File: src/page_reader_writer_lock_table_core_defines.svh
// ---------------------------------------------------------------------------
// Assertion macros for the page lock table
// Concurrent checks that vanish when SYNTH is defined.
// ---------------------------------------------------------------------------
`ifndef PAGE_READER_WRITER_LOCK_TABLE_CORE_DEFINES_SVH
`define PAGE_READER_WRITER_LOCK_TABLE_CORE_DEFINES_SVH

`ifndef SYNTH

// consequent holds in the same cycle as the antecedent
`define PRWL_ASSERT_NOW(name, clk, rst_n, ante, cons) \
    name: assert property (@(posedge clk) disable iff (!rst_n) (ante) |-> (cons)) \
        else $error("prwl check failed");

// consequent holds in the cycle after the antecedent
`define PRWL_ASSERT_NEXT(name, clk, rst_n, ante, cons) \
    name: assert property (@(posedge clk) disable iff (!rst_n) (ante) |=> (cons)) \
        else $error("prwl check failed");

`else

`define PRWL_ASSERT_NOW(name, clk, rst_n, ante, cons)
`define PRWL_ASSERT_NEXT(name, clk, rst_n, ante, cons)

`endif

`endif

File: src/prwl_pkg.sv
// ---------------------------------------------------------------------------
// prwl_pkg
// Sizes, codes, chain records and helpers shared by the lock table modules.
// ---------------------------------------------------------------------------
package prwl_pkg;

    localparam int ENTRIES    = 16;
    localparam int COUNT_BITS = 8;
    localparam int IDX_BITS   = $clog2(ENTRIES);
    localparam int PAGE_BITS  = 32;
    localparam int HOLD_BITS  = 8;

    // count codes
    localparam logic [COUNT_BITS-1:0] READER_CAP = COUNT_BITS'((1 << (COUNT_BITS - 1)) - 1);
    localparam logic [COUNT_BITS-1:0] CNT_ONE    = COUNT_BITS'(1);
    localparam logic [COUNT_BITS-1:0] CNT_FREE   = '0;
    localparam logic [COUNT_BITS-1:0] CNT_WRITER = '1;

    // operation codes
    localparam logic [1:0] OP_SHARED  = 2'd0;
    localparam logic [1:0] OP_EXCL    = 2'd1;
    localparam logic [1:0] OP_RELEASE = 2'd2;

    // status codes
    localparam logic [1:0] ST_OK      = 2'd0;
    localparam logic [1:0] ST_BUSY    = 2'd1;
    localparam logic [1:0] ST_FULL    = 2'd2;
    localparam logic [1:0] ST_UNKNOWN = 2'd3;

    // request record walking down the cell chain
    typedef struct packed {
        logic                  valid;
        logic [1:0]            op;
        logic [PAGE_BITS-1:0]  page;
        logic                  hit;
        logic [IDX_BITS-1:0]   hit_idx;
        logic [COUNT_BITS-1:0] hit_count;
        logic                  free_found;
        logic [IDX_BITS-1:0]   free_idx;
    } t_scan;

    // entry write broadcast to the cells
    typedef struct packed {
        logic                  valid;
        logic [IDX_BITS-1:0]   idx;
        logic                  used;
        logic [PAGE_BITS-1:0]  page;
        logic [COUNT_BITS-1:0] count;
    } t_upd;

    // result word
    typedef struct packed {
        logic [1:0]           status;
        logic [HOLD_BITS-1:0] holders;
    } t_result;

    // clamp a holder count into the 8-bit signed result field
    function automatic logic [HOLD_BITS-1:0] sat_holders(input logic [COUNT_BITS-1:0] c);
        logic [16:0] w;
        w = {{(17 - COUNT_BITS){c[COUNT_BITS-1]}}, c};
        if (!w[16] && (w > 17'd127)) begin
            return HOLD_BITS'(127);
        end
        return w[HOLD_BITS-1:0];
    endfunction

endpackage

File: src/prwl_cell.sv
// ---------------------------------------------------------------------------
// prwl_cell
// One table entry: tag, holder count and used bit. Checks the passing
// request against its entry and hands the request on to the next cell.
// ---------------------------------------------------------------------------
module prwl_cell (
    input  logic                           i_clk,
    input  logic                           i_rst_n,
    input  logic [prwl_pkg::IDX_BITS-1:0]  i_index,
    input  prwl_pkg::t_scan                i_scan,
    input  prwl_pkg::t_upd                 i_upd,
    output prwl_pkg::t_scan                o_scan
);
    import prwl_pkg::*;

    logic                  r_used;
    logic [PAGE_BITS-1:0]  r_page;
    logic [COUNT_BITS-1:0] r_count;
    t_scan                 r_scan;
    t_scan                 n_scan;

    // note the first tag hit and the first free slot
    always_comb begin
        n_scan = i_scan;
        if (!i_scan.hit && r_used && (r_page == i_scan.page)) begin
            n_scan.hit       = 1'b1;
            n_scan.hit_idx   = i_index;
            n_scan.hit_count = r_count;
        end
        if (!i_scan.free_found && !r_used) begin
            n_scan.free_found = 1'b1;
            n_scan.free_idx   = i_index;
        end
    end

    // advance the request one cell
    always_ff @(posedge i_clk) begin
        if (!i_rst_n) begin
            r_scan.valid <= 1'b0;
        end else begin
            r_scan <= n_scan;
        end
    end

    // write the entry when the update targets this cell
    always_ff @(posedge i_clk) begin
        if (!i_rst_n) begin
            r_used <= 1'b0;
        end else if (i_upd.valid && (i_upd.idx == i_index)) begin
            r_used <= i_upd.used;
        end
    end

    always_ff @(posedge i_clk) begin
        if (i_upd.valid && (i_upd.idx == i_index)) begin
            r_page  <= i_upd.page;
            r_count <= i_upd.count;
        end
    end

    assign o_scan = r_scan;

endmodule

File: src/prwl_resolve.sv
// ---------------------------------------------------------------------------
// prwl_resolve
// Turns the finished chain walk into an entry update and a result word.
// ---------------------------------------------------------------------------
module prwl_resolve (
    input  prwl_pkg::t_scan   i_scan,
    output prwl_pkg::t_upd    o_upd,
    output prwl_pkg::t_result o_result
);
    import prwl_pkg::*;

    logic                  slot_ok;
    logic [IDX_BITS-1:0]   slot;
    logic [COUNT_BITS-1:0] cnt;
    logic [COUNT_BITS-1:0] new_cnt;

    // pick the matched entry, else the lowest free slot with count zero
    always_comb begin
        slot_ok = i_scan.hit || i_scan.free_found;
        slot    = i_scan.hit ? i_scan.hit_idx : i_scan.free_idx;
        cnt     = i_scan.hit ? i_scan.hit_count : CNT_FREE;
    end

    // apply the lock rules
    always_comb begin
        new_cnt         = cnt;
        o_upd.valid     = 1'b0;
        o_upd.idx       = slot;
        o_upd.used      = 1'b1;
        o_upd.page      = i_scan.page;
        o_upd.count     = cnt;
        o_result.status = ST_OK;
        o_result.holders = '0;
        unique case (i_scan.op)
            OP_SHARED: begin
                if (!slot_ok) begin
                    o_result.status = ST_FULL;
                end else begin
                    if (cnt[COUNT_BITS-1] || (cnt == READER_CAP)) begin
                        o_result.status = ST_BUSY;
                    end else begin
                        new_cnt = cnt + CNT_ONE;
                    end
                    o_upd.valid      = i_scan.valid;
                    o_upd.count      = new_cnt;
                    o_result.holders = sat_holders(new_cnt);
                end
            end
            OP_EXCL: begin
                if (!slot_ok) begin
                    o_result.status = ST_FULL;
                end else begin
                    if (cnt != CNT_FREE) begin
                        o_result.status = ST_BUSY;
                    end else begin
                        new_cnt = CNT_WRITER;
                    end
                    o_upd.valid      = i_scan.valid;
                    o_upd.count      = new_cnt;
                    o_result.holders = sat_holders(new_cnt);
                end
            end
            OP_RELEASE: begin
                if (!i_scan.hit) begin
                    o_result.status = ST_UNKNOWN;
                end else if (!cnt[COUNT_BITS-1] && (cnt != CNT_FREE)) begin
                    new_cnt          = cnt - CNT_ONE;
                    o_upd.valid      = i_scan.valid;
                    o_upd.count      = new_cnt;
                    o_result.holders = sat_holders(new_cnt);
                end else begin
                    // writer or free count: drop the entry
                    o_upd.valid = i_scan.valid;
                    o_upd.used  = 1'b0;
                    o_upd.count = CNT_FREE;
                end
            end
            default: begin
                // unused operation: no change
            end
        endcase
    end

endmodule

File: src/page_reader_writer_lock_table_core.sv
// ---------------------------------------------------------------------------
// page_reader_writer_lock_table_core
// Reader/writer lock table over 32-bit page numbers.
// ---------------------------------------------------------------------------
// One request word is handled at a time. The request walks a chain of
// ENTRIES cells, one cell per clock, each comparing it against its own entry;
// the cycle after it leaves the last cell the entry is written and the result
// word is registered. The result word is therefore presented once the request
// has passed through every cell of the chain, and the next request is taken
// the cycle after the result has been taken, so one request must be through
// before the next one is taken.
module page_reader_writer_lock_table_core (
    input  logic                            i_clk,
    input  logic                            i_rst_n,
    input  logic                            i_valid,
    output logic                            o_stall,
    input  logic [1:0]                      i_operation,
    input  logic [prwl_pkg::PAGE_BITS-1:0]  i_page,
    output logic                            o_valid,
    input  logic                            i_stall,
    output logic [1:0]                      o_status,
    output logic signed [prwl_pkg::HOLD_BITS-1:0] o_holders
);
    import prwl_pkg::*;

    `include "page_reader_writer_lock_table_core_defines.svh"

    logic            r_busy;
    logic            w_in_take;
    logic            w_out_take;
    t_scan           w_chain [0:ENTRIES];
    logic [ENTRIES-1:0] w_chain_valid;
    t_upd            w_upd;
    t_result         w_result;

    assign w_in_take  = i_valid && !o_stall;
    assign w_out_take = o_valid && !i_stall;
    assign o_stall    = r_busy;

    // hold busy from the request until its result word is taken
    always_ff @(posedge i_clk) begin
        if (!i_rst_n) begin
            r_busy <= 1'b0;
        end else if (w_in_take) begin
            r_busy <= 1'b1;
        end else if (w_out_take) begin
            r_busy <= 1'b0;
        end
    end

    // inject the request at the head of the chain
    always_comb begin
        w_chain[0]            = '0;
        w_chain[0].valid      = w_in_take;
        w_chain[0].op         = i_operation;
        w_chain[0].page       = i_page;
    end

    // cell chain
    for (genvar g = 0; g < ENTRIES; g++) begin : g_cell
        prwl_cell u_cell (
            .i_clk   (i_clk),
            .i_rst_n (i_rst_n),
            .i_index (IDX_BITS'(g)),
            .i_scan  (w_chain[g]),
            .i_upd   (w_upd),
            .o_scan  (w_chain[g+1])
        );
        assign w_chain_valid[g] = w_chain[g+1].valid;
    end

    prwl_resolve u_resolve (
        .i_scan   (w_chain[ENTRIES]),
        .o_upd    (w_upd),
        .o_result (w_result)
    );

    // register the result word
    always_ff @(posedge i_clk) begin
        if (!i_rst_n) begin
            o_valid <= 1'b0;
        end else if (w_chain[ENTRIES].valid) begin
            o_valid <= 1'b1;
        end else if (w_out_take) begin
            o_valid <= 1'b0;
        end
    end

    always_ff @(posedge i_clk) begin
        if (w_chain[ENTRIES].valid) begin
            o_status  <= w_result.status;
            o_holders <= w_result.holders;
        end
    end

    // checks
    `PRWL_ASSERT_NOW(a_one_in_chain, i_clk, i_rst_n, 1'b1, $onehot0(w_chain_valid))
    `PRWL_ASSERT_NOW(a_result_busy, i_clk, i_rst_n, o_valid, r_busy)
    `PRWL_ASSERT_NOW(a_tail_no_result, i_clk, i_rst_n, w_chain[ENTRIES].valid, !o_valid)
    `PRWL_ASSERT_NEXT(a_take_stalls, i_clk, i_rst_n, w_in_take, o_stall)
    `PRWL_ASSERT_NEXT(a_result_drops, i_clk, i_rst_n, w_out_take, !o_valid)

endmodule
File: config.mk
export PLATFORM = sky130hd
export DESIGN_NAME = page_reader_writer_lock_table_core
export DESIGN_NICKNAME = d
export VERILOG_FILES = /design/src/prwl_pkg.sv /design/src/prwl_cell.sv /design/src/prwl_resolve.sv /design/src/page_reader_writer_lock_table_core.sv
export VERILOG_INCLUDE_DIRS = /design/src /design/src/src
export SDC_FILE = /design/constraint.sdc
export NUM_CORES = 2
export LEC_CHECK = 0
export ABC_AREA = 1
export BUFFER_PORTS_ARGS = -buffer_cell sky130_fd_sc_hd__buf_2
export CAP_MARGIN = 30
export CORE_ASPECT_RATIO = 1.5
export CORE_MARGIN = 2
export CORE_UTILIZATION = 50
export DETAILED_ROUTE_END_ITERATION = 12
export PLACE_DENSITY = 0.65
export RECOVER_POWER = 100
export SLEW_MARGIN = 30
export SYNTH_ARGS = -nofsm -noshare
export SYNTH_HDL_FRONTEND = slang
export SYNTH_SLANG_ARGS = --single-unit
File: constraint.sdc
create_clock -name i_clk -period 5.1 [get_ports i_clk]
set_input_delay 1.02 -clock i_clk [delete_from_list [all_inputs] [get_ports i_clk]]
set_output_delay 1.02 -clock i_clk [all_outputs]
set_load 0.005 [all_outputs]
# Word-level counts from Yosys, hierarchy flattened
# Index checks and enable logic that the tools add are counted.
# op_classes
order_cmp,3
add_sub_neg,2
n_mux,65
eq_ne,34
reduce_logical,127
# op_table
op,count
== test 32 bit,16
two-way mux 8 bit,36
logical AND 1 bit,68
greater-than comparator 17 x 7 -> 1 bit (second input constant),3
logical NOT 1 bit,51
== test 4 bit (second input constant),8
one-hot mux 10 bit (3 select lines),1
one-hot mux 8 bit (3 select lines),1
two-way mux 1 bit,20
== test 4 x 3 -> 1 bit (second input constant),4
two-way mux 13 bit,1
adder 8 x 1 -> 8 bit (second input constant),1
== test 4 x 2 -> 1 bit (second input constant),2
== test 8 x 7 -> 1 bit (second input constant),1
nonzero test 8 bit,1
subtractor 8 x 1 -> 8 bit (second input constant),1
two-way mux 2 bit,3
two-way mux 5 bit,1
== test 4 x 1 -> 1 bit (second input constant),1
logical NOT 4 bit,1
two-way mux 4 bit,1
nonzero test 2 bit,2
== test 2 x 1 -> 1 bit (second input constant),1
== test 2 bit (second input constant),1
4 further kinds,5
# totals
out_inout_bits,12
input_bits,38
register_bits,1516

# Logic depth before layout (Yosys ltp)
# depth
depth_word,14
ltp_mapped,13
depth_no_buf,12

# Modules after synthesis
# From an unflattened synthesis, not the netlist that was laid out.
# hier_totals
cells_unflattened,5814
area_unflattened_um2,64165.3
# by_module_without_submodules
mod,area_each_um2,cells_per_inst,instances
prwl_cell at g_cell[10].u_cell ...,3911.3,348,15
prwl_cell at g_cell[0].u_cell,3908.7,350,1
prwl_resolve,1196.1,220,1
page_reader_writer_lock_table_core,391.6,24,1

# Worst setup path before layout
# Ideal clock, no wire load.
# synth_timing
kind,reg-to-reg
startpoint,register g_cell[15].u_cell.r_scan (netlist bit g_cell[15].u_cell.o_scan[17])
endpoint,register g_cell[1].u_cell.r_count[0] (enable)
n_path_buf,1
setup_slack_ns,2.557
stages_incl_launch_ff,8
arrival_time_ns,1.975
period_less_slack_ns,2.543
cell_sequence,edfxtp_1 buf_6 nor2_1 inv_2 nand4_1 nor2_1 nand2_1 clkinv_1
# synth_between
elab_chain_cells,4
# synth_rtl
element,line_no,source
from (decl),prwl_cell.sv:19,t_scan r_scan;
from (signal assigned),prwl_cell.sv:41,r_scan <= n_scan;
logical OR 1 bit,prwl_resolve.sv:19,slot_ok = i_scan.hit || i_scan.free_found;
two-way mux 1 bit,"prwl_resolve.sv:36, prwl_resolve.sv:50",
one-hot mux 1 bit (2 select lines),prwl_resolve.sv:34,unique case (i_scan.op)
logical AND 1 bit (*),prwl_cell.sv:55,if (i_upd.valid && (i_upd.idx == i_index)) begin
to (signal assigned),prwl_cell.sv:57,r_count <= i_upd.count;
to (decl),prwl_cell.sv:18,logic [COUNT_BITS-1:0] r_count;
# Mark *: on every way between the ends. The rest lies on a longest branch, timed or not.
# A chain may end at the register's enable or synchronous reset.

# Final worst setup path
# layout_timing
startpoint,register g_cell[15].u_cell.r_scan (netlist bit g_cell[15].u_cell.o_scan[17])
endpoint,register g_cell[2].u_cell.r_page[27] (enable)
# layout_between
elab_chain_cells,4
# layout_rtl
element,line_no,source
logical OR 1 bit,prwl_resolve.sv:19,
two-way mux 1 bit,"prwl_resolve.sv:36, prwl_resolve.sv:50",
one-hot mux 1 bit (2 select lines),prwl_resolve.sv:34,
logical AND 1 bit (*),prwl_cell.sv:55,
to (signal assigned),prwl_cell.sv:56,r_page <= i_upd.page;
to (decl),prwl_cell.sv:17,logic [PAGE_BITS-1:0] r_page;
# Marks and branches as above.

==> metrics.md <==
| Metric | Value |
|---|---|
| Cell-internal power | `just under 20 mW` |
| Leakage | `roughly 28 nW` |
| Power Density | `380 mW/mm^2` |
| CP endpoint kind | `flop` |
| CP arrival | `between 4 and 5 ns` |
| Combinational Power Share | `3.3%` |
| Post-synth EDFFs | `about 1,500` |
| RR Startpoint | `g_cell[15].u_cell.o_scan[17]` |
| Worst reg-to-reg setup slack | `~0.8 ns` |
| Synth Cell Area | `slightly below 0.06 sq mm` |
| TritonCTS clock tree | `built` |
| Final setup viols | `0` |
| Most used DFF post-synth | `edfxtp_1` |
| Syn nets | `between 5,000 and 6,000` |
| Reg2reg end | `g_cell[2].u_cell.r_page[27]` |
| CP required | `5.43 ns` |
| Number of global-route vias before repair | `approximately 34,000` |
| Die area | `about 0.12 sq mm` |
| Routed via count | `33,900` |
| Fmax | `0.231 GHz` |
| CTS sink cnt | `1,486` |
| Post-Route WL | `138 mm` |
| Startpoint types | `flop` |
| Reg clk slew, reported paths | `~0.060 ns` |
| # H-tree levels | `4` |
| Final Skew | `0.0330 ns` |
| Clock insertion delay at the later pin of the skew report | `slightly below 0.8 ns` |
| #FFs+latches synth | `between 1,000 and 1,500` |
| Most frequent cell after synthesis | `nand2_1` |
| Synth Area per Inst | `approximately 12 sq um` |
| Max Root-Sink Buffers | `3` |
| Largest net degree at the start of global routing | `96` |
| Area grow syn2layout | `11.3%` |
| TritonCTS buffer count | `about 140` |
| PortBufs | `just under 50` |
| # Max-Cap Violations | `29` |
| Util after Layout | `56.0%` |
| Outcome | `finished, violations left` |
| Sw power | `~5.4 mW` |
| Clock network power share | `40.1%` |
| Root buf cell | `clkbuf_16` |
| RSZ-0062 raised after global routing | `false` |
| Slew headroom | `-79.3%` |
| Number of I/O pins | `50` |
| Resized cells post-CTS | `0` |
| Hold Vio Cnt, Final | `0` |
| DRC | `0` |
| Die Ht | `425 um` |
| Drt wl/cell | `between 15 and 20 um` |
| Core area | `between 0.1 and 0.15 sq mm` |
| Hold Crit Depth | `2` |
| Worst Hold Class | `reg -> reg` |
| Critical path fanouts, max | `40` |
| Sequential fraction of the synthesis area | `approximately 75%` |
| Global route overflow | `0` |
| Post-synth ARST share | `0%` |
| Crit path from | `g_cell[15].u_cell.o_scan[17]` |
| Cts hold-fix bufs | `0` |
| Failing checks | `capacitance limit, slew limit` |
| Drt pass-1 iters | `8` |
| Initial antenna violation count | `10` |
| Total setup buffers inserted after CTS | `0` |
| Area contributors post-synth | `edfxtp_1 (74%), nand2_1 (10%), inv_1 (6.1%)` |
| Number of vias per cell | `a little under 5` |
| HPWL after detailed placement | `99.9 mm` |
| Placer Congestion | `0.916` |
| Final slew viol count | `slightly below 1,000` |
| # nets final | `5,306` |
| Sequential Power Share | `a little under three fifths` |
| Synth Warn # | `0` |
| Synth top area share | `73.8%` |
| Die X | `approximately 280 um` |
| Post-synthesis instance total | `a little over 5,000` |
| DRT iter0 DRCs | `2,187` |
| Layout cell share with drive strength beyond 1 | `~5.2%` |
| TNS Setup | `0 ns` |
| Worst setup endpoint | `g_cell[2].u_cell.r_page[27]` |
| Worst Reg2Reg Path Length in Cells | `7` |
| Synth unique cells | `37` |
| Final ANT Viol Nets | `0` |
| Initial core utilization | `50.3%` |
| Fin crit share | `between 80% and 90%` |
| First-pass GRT wire length | `roughly 200 mm` |
| Sw Ratio | `a little over a fifth` |
| Fin crit period | `around 4.3 ns` |
| Peak supply drop | `about 0.00031 V` |
| Gr usage total | `23.2%` |
| Synth top cells by count | `nand2_1 (1,567), edfxtp_1 (1,452), inv_1 (964), nor2_1 (446), nand3_1 (167)` |
| WS Path Type | `reg -> reg` |
| Rows | `between 150 and 200` |
| Worst-margin pin slew | `2.69 ns` |
| Largest area contributor in the netlist | `edfxtp_1` |
-- placed cells by master (no fill, tap or decap), types with 34 or more instances in the layout --
cell / n
xnor2_1: 71
nand3_1: 171
inv_1: 963
clkbuf_1: 124
nor2_1: 457
o21ai_0: 68
or2_2: 52
clkbuf_16: 141
dfxtp_1: 34
nand2_1: 1568
edfxtp_1: 1452
xor2_1: 48
-- critical path, cell delays in order (launching register included) --
cell	delay (ns)
edfxtp_1	0.80
nor2_1	0.18
clkinv_1	0.11
nand4_1	0.25
nor3_2	0.46
nand2_1	0.20
inv_1	0.09
clkbuf_1	1.74
-- cell type report --
class | instances | area (sq um)
antenna | 1 | 2.50
clock buffer | 182 | 3730
clock inverter | 69 | 631
fill | 9408 | 51600
inverter | 974 | 3660
multi-input combinational | 2558 | 11000
sequential | 1486 | 44300
tap | 1560 | 1950
timing repair buffer | 108 | 493
-- power by group through the flow --
stage,Clock [mW],Combinational [mW],Sequential (mW)
global route,10.7,0.930,14.2
global placement,0,0.803,14.4
floorplan,0,0.404,14.3
detailed placement,0,0.866,14.4
CTS,10.2,0.870,14.1
finish,10.0,0.829,14.1
-- how the worst min path moves through the flow --
stage / startpoint / endpoint / slack [ns]
2_1_floorplan: g_cell[9].u_cell.o_scan[52] / g_cell[10].u_cell.o_scan[52] / 0.39
3_3_place_gp: g_cell[14].u_cell.o_scan[52] / g_cell[15].u_cell.o_scan[52] / 0.39
3_5_place_dp: g_cell[9].u_cell.o_scan[52] / g_cell[10].u_cell.o_scan[52] / 0.40
4_1_cts: i_page[7] / g_cell[0].u_cell.o_scan[25] / 0.37
5_1_grt: i_operation[0] / g_cell[0].u_cell.o_scan[50] / 0.39
6_report: g_cell[9].u_cell.o_scan[52] / g_cell[10].u_cell.o_scan[52] / 0.41
-- flip-flops by register name (all words and copies together), names as in the netlist --
name and cells:
g_cell.u_cell.o_scan 818, g_cell.u_cell.r_used 16, o_valid 1, g_cell.u_cell.r_page 512, g_cell.u_cell.r_count 128, o_holders 8, o_stall 1, o_status 2
-- cell families (layout without fill, tap and decap cells) --
kind of cell,after synthesis,in the layout,share of synthesized area [%]
flops,1486,1486,75.0
xor+xnor,119,119,1.76
simple gates,2309,2309,15.6
buf+inv,988,1333,6.32
other cells,0,1,0
compound gates,128,128,1.28
fa+ha+maj,2,2,0.0424
-- routing by layer --
layer	vias to the layer above	global-route usage, %	share of wire (%)
met3	356	3.34	3.7
li1	16600	-	-
met4	0	14.3	7.2
met1	16100	22.4	33
met2	780	45.5	56
met5	-	0	0
-- metrics by stage --
step	instance area, sq um	cells	setup slack, ns	power (mW)	hold slack [ns]
floorplan	59100	5032	2.56	14.7	0.390
global placement	61600	6670	1.29	15.2	0.392
detailed placement	61800	6685	1.34	15.3	0.397
CTS	66100	6936	1.29	25.2	0.368
global route	65700	6937	0.532	25.8	0.392
finish	65700	6938	0.778	25.0	0.409
Note: power is estimated with default switching activity, not from simulation.
